===== config.mk =====
export PLATFORM = sky130hd
export DESIGN_NAME = migc_gray
export DESIGN_NICKNAME = d
export VERILOG_FILES = /design/src/rtl/migc_pkg.sv /design/src/rtl/migc_gray.sv
export SDC_FILE = /design/constraint.sdc
export NUM_CORES = 1
export LEC_CHECK = 0
export ABC_AREA = 0
export BUFFER_PORTS_ARGS = -buffer_cell sky130_fd_sc_hd__buf_2
export CORE_MARGIN = 2
export CORE_UTILIZATION = 40
export DETAILED_ROUTE_END_ITERATION = 8
export REMOVE_ABC_BUFFERS = 1
export SLEW_MARGIN = 20
export SYNTH_ARGS = -nofsm -noshare
export SYNTH_HDL_FRONTEND = slang
export SYNTH_SLANG_ARGS = --single-unit

===== constraint.sdc =====
create_clock -name vclk -period 18.2
set_clock_uncertainty 0.15 [all_clocks]
set_input_delay 3.64 -clock vclk [all_inputs]
set_output_delay 3.64 -clock vclk [all_outputs]
set_load 0.05 [all_outputs]

===== src/rtl/migc_pkg.sv =====
package migc_pkg;

  localparam int PIX_W = 8;
  localparam int CFG_W = 12;
  localparam int RAD_CFG_W = 3;

  // gray = floor(sum / 3) as floor(sum * 683 / 2048), exact for sum < 2048
  localparam int SUM_W = 10;
  localparam int GRAY_MUL = 683;
  localparam int GRAY_SHIFT = 11;
  localparam int PROD_W = 20;

  localparam logic [CFG_W-1:0] COLUMNS_RST = 12'd640;
  localparam logic [CFG_W-1:0] ROWS_RST = 12'd480;
  localparam logic [RAD_CFG_W-1:0] RADIUS_RST = 3'd1;

  typedef logic [PIX_W-1:0] pix_t;

  typedef enum logic [1:0] {
    CFG_COLUMNS = 2'd0,
    CFG_ROWS    = 2'd1,
    CFG_RADIUS  = 2'd2
  } cfg_idx_t;

endpackage


===== src/rtl/migc_gray.sv =====
module migc_gray
  import migc_pkg::*;
(
  input  pix_t red,
  input  pix_t green,
  input  pix_t blue,
  output pix_t gray
);

  logic [SUM_W-1:0]  sum;
  logic [PROD_W-1:0] prod;

  assign sum  = SUM_W'(red) + SUM_W'(green) + SUM_W'(blue);
  assign prod = PROD_W'(sum) * PROD_W'(GRAY_MUL);
  assign gray = prod[GRAY_SHIFT +: PIX_W];

endmodule

==> metrics.log <==
INFO  metric place.gp.congestion = 0.892
INFO  metric final-hold-violation-count = 0
INFO  metric flops_and_latches = 0
INFO  metric critical-path-top-cell-by-count = sky130_fd_sc_hd__fa_1
INFO  metric post_route_insts_no_fill = 341
INFO  metric worstSetupStartpoint = red[1]
INFO  metric standard_cell_with_the_maximum_stage_delay_on_the_critical_path = sky130_fd_sc_hd__fa_1
INFO  metric worst_setup_path_start_kind = input pin
INFO  metric fmax = 0.0737 GHz
INFO  metric rsz0062_at_grt = no
INFO  metric synthesis.area_per_instance = 9.47 um2
INFO  metric synth_top_cells_by_area = sky130_fd_sc_hd__ha_1 (36%), sky130_fd_sc_hd__fa_1 (27%), sky130_fd_sc_hd__inv_1 (7.0%), sky130_fd_sc_hd__xnor2_1 (4.3%), sky130_fd_sc_hd__a21oi_1 (2.9%)
INFO  metric track_usage = 14.7%
INFO  metric initial_core_util = 41.2%
INFO  metric antenna_cells_inserted = 0
INFO  metric via_per_instance_ratio = 5.07
INFO  metric run_status = complete, no violations
INFO  metric layout.nets = a little under 400
INFO  metric n_clock_buffer = 0
INFO  metric post_cts_resized = 0
INFO  metric layout.area.seq = 0 um2
INFO  metric via_count = 1,729
INFO  metric detailed_place_hpwl = 4050 um
INFO  metric grt_pass1_wl = 7670 um
INFO  metric minimum_period_implied_by_the_final_worst_setup_slack = 13.57 ns
INFO  metric initial_antenna_violation_count = 0
INFO  metric place.port_buffers = 32
INFO  metric detail_route.iter0.violations = 33
INFO  metric cp.arrival = about 10 ns
INFO  metric area_delta_synth_final = 10.9%
INFO  metric synth-warning-count = 0
INFO  metric timing_max_transition_violations_final = 0
INFO  metric min-delay-start = blue[7]
INFO  metric holdCritPathClass = in2out
INFO  metric drt_wl_total = between 4000 and 5000 um
INFO  metric synth_largest_area_cell = sky130_fd_sc_hd__ha_1
INFO  metric placeableCoreArea = 5470 um2
INFO  metric numPlacedInstances = between 300 and 400
INFO  metric worst_slew_margin_rel = 65.7%
INFO  metric die_h = 79.1 um
INFO  metric finalSetupTns = 0 ns
INFO  metric die_area = 6250 um2
INFO  metric crit_path_max_fanout = 4
INFO  metric worstMarginPinSlew = 0.514 ns
INFO  metric cp_data_required_time = 14.41 ns
INFO  metric grt_start_max_net_pins = 10
INFO  metric wire_per_inst = about 13 um
INFO  metric critPathMaxStageDelay = roughly 0.55 ns
INFO  metric ios = 32
INFO  metric firstDrtPassIters = 4
INFO  metric post_cts_buffers = 0
INFO  metric setup-violations-final = 0
INFO  metric die_w = 79.1 um
INFO  metric syn_area = 2250 um2
INFO  metric number_of_global_route_vias_before_repair = 1,776
INFO  metric worstSetupPathType = in2out
INFO  metric final.hold.worst_slack = 8.15 ns
INFO  metric synth_sequential_area_ratio = 0%
INFO  metric overflow = 0
INFO  metric synth_largest_type_area_fraction = between 30 and 40%
INFO  metric filler_cell_count = 556
INFO  metric synthesis.instances = 238
INFO  metric final_core_util = approximately 46%
INFO  metric drv_cap = 0
INFO  metric route.detailed.drc = 0
INFO  metric layout-drive-gt1-share = 14.5%
INFO  metric drtAntennaViolNets = 0
INFO  metric netlist-cell-type-count = 40
INFO  metric placement_rows = 27
INFO  metric cts.hold.buffers_added = 0
INFO  metric endpoint_kind = primary output
INFO  metric finalCritPeriodShare = around 75%
cell usage in the layout (no fill, tap or decap), drive strengths merged, types with 2 or more instances in the layout:
cell and n:
a21o 3, a21oi 14, a31oi 2, buf 32
fa 30, ha 65, inv 42, nand2 12
nand3 4, nand4 2, nor2 8, nor4 2
o211ai 4, o21a 3, o21ai 8, o31ai 2
or3 2, xnor2 11, xor2 7
worst paths after layout:
kind,end,slack (ns),depth (start not counted)
setup / recovery,gray[5],4.63,25
hold / removal,gray[7],8.15,6
worst max-delay path, delay by kind of cell:
kind / cells / cell delay (ns)
AOI/OAI and AO/OA: 6 / 1.09
xor gates and xnor gates: 1 / 0.20
adders and majority gates: 9 / 3.64
buffers and inverters: 6 / 0.57
and+or+nand+nor: 3 / 0.63
through the flow:
step	cell area, um2	worst slack [ns]
final	2500	4.63
after floorplan	2250	4.76
after detailed placement	2500	4.62
after global placement	2500	4.63
after CTS	2500	4.60
after global routing	2500	4.34
Yosys cell counts, types with 2 or more instances:
cell                       count
sky130_fd_sc_hd__xor2_1        7
sky130_fd_sc_hd__inv_1        42
sky130_fd_sc_hd__nor4_1        2
sky130_fd_sc_hd__nand4_1       2
sky130_fd_sc_hd__o21ai_0       7
sky130_fd_sc_hd__a31oi_1       2
sky130_fd_sc_hd__nand3_1       4
sky130_fd_sc_hd__nand2_1      12
sky130_fd_sc_hd__a21oi_1      13
sky130_fd_sc_hd__o211ai_1      3
sky130_fd_sc_hd__xnor2_1      11
sky130_fd_sc_hd__fa_1         30
sky130_fd_sc_hd__o21a_1        3
sky130_fd_sc_hd__nor2_1        8
sky130_fd_sc_hd__a21o_1        3
sky130_fd_sc_hd__ha_1         65
cell type report:
type / count / area [um2] / share of cell area, %
Tap cell: 72 / 90.1 / 3.61
Inverter: 42 / 158 / 6.31
Timing Repair Buffer: 32 / 160 / 6.41
Multi-Input combinational cell: 195 / 2090 / 83.7
cell families after synthesis:
| kind of cell | after synthesis | synth area share (%) |
|---|---|---|
| muxes | 1 | 0.500 |
| xor gates and xnor gates | 18 | 7.00 |
| adders and majority gates | 95 | 62.7 |
| AOI/OAI and AO/OA | 43 | 13.7 |
| and+or+nand+nor | 38 | 8.83 |
| buffers and inverters | 43 | 7.22 |
layer usage:
| layer | track usage (%) | share of wire (%) | wire [um] |
|---|---|---|---|
| met2 | 26.7 | 47 | 2030 |
| met5 | 0 | 0 | 0 |
| met3 | 0.114 | 3.0 | 128 |
| met4 | 0.690 | 0.49 | 21 |
| met1 | 20.8 | 49 | 2130 |
Power is left out: the tool's default activity adds up to more than one toggle a clock period on the data nets, which glitch-free logic cannot reach.
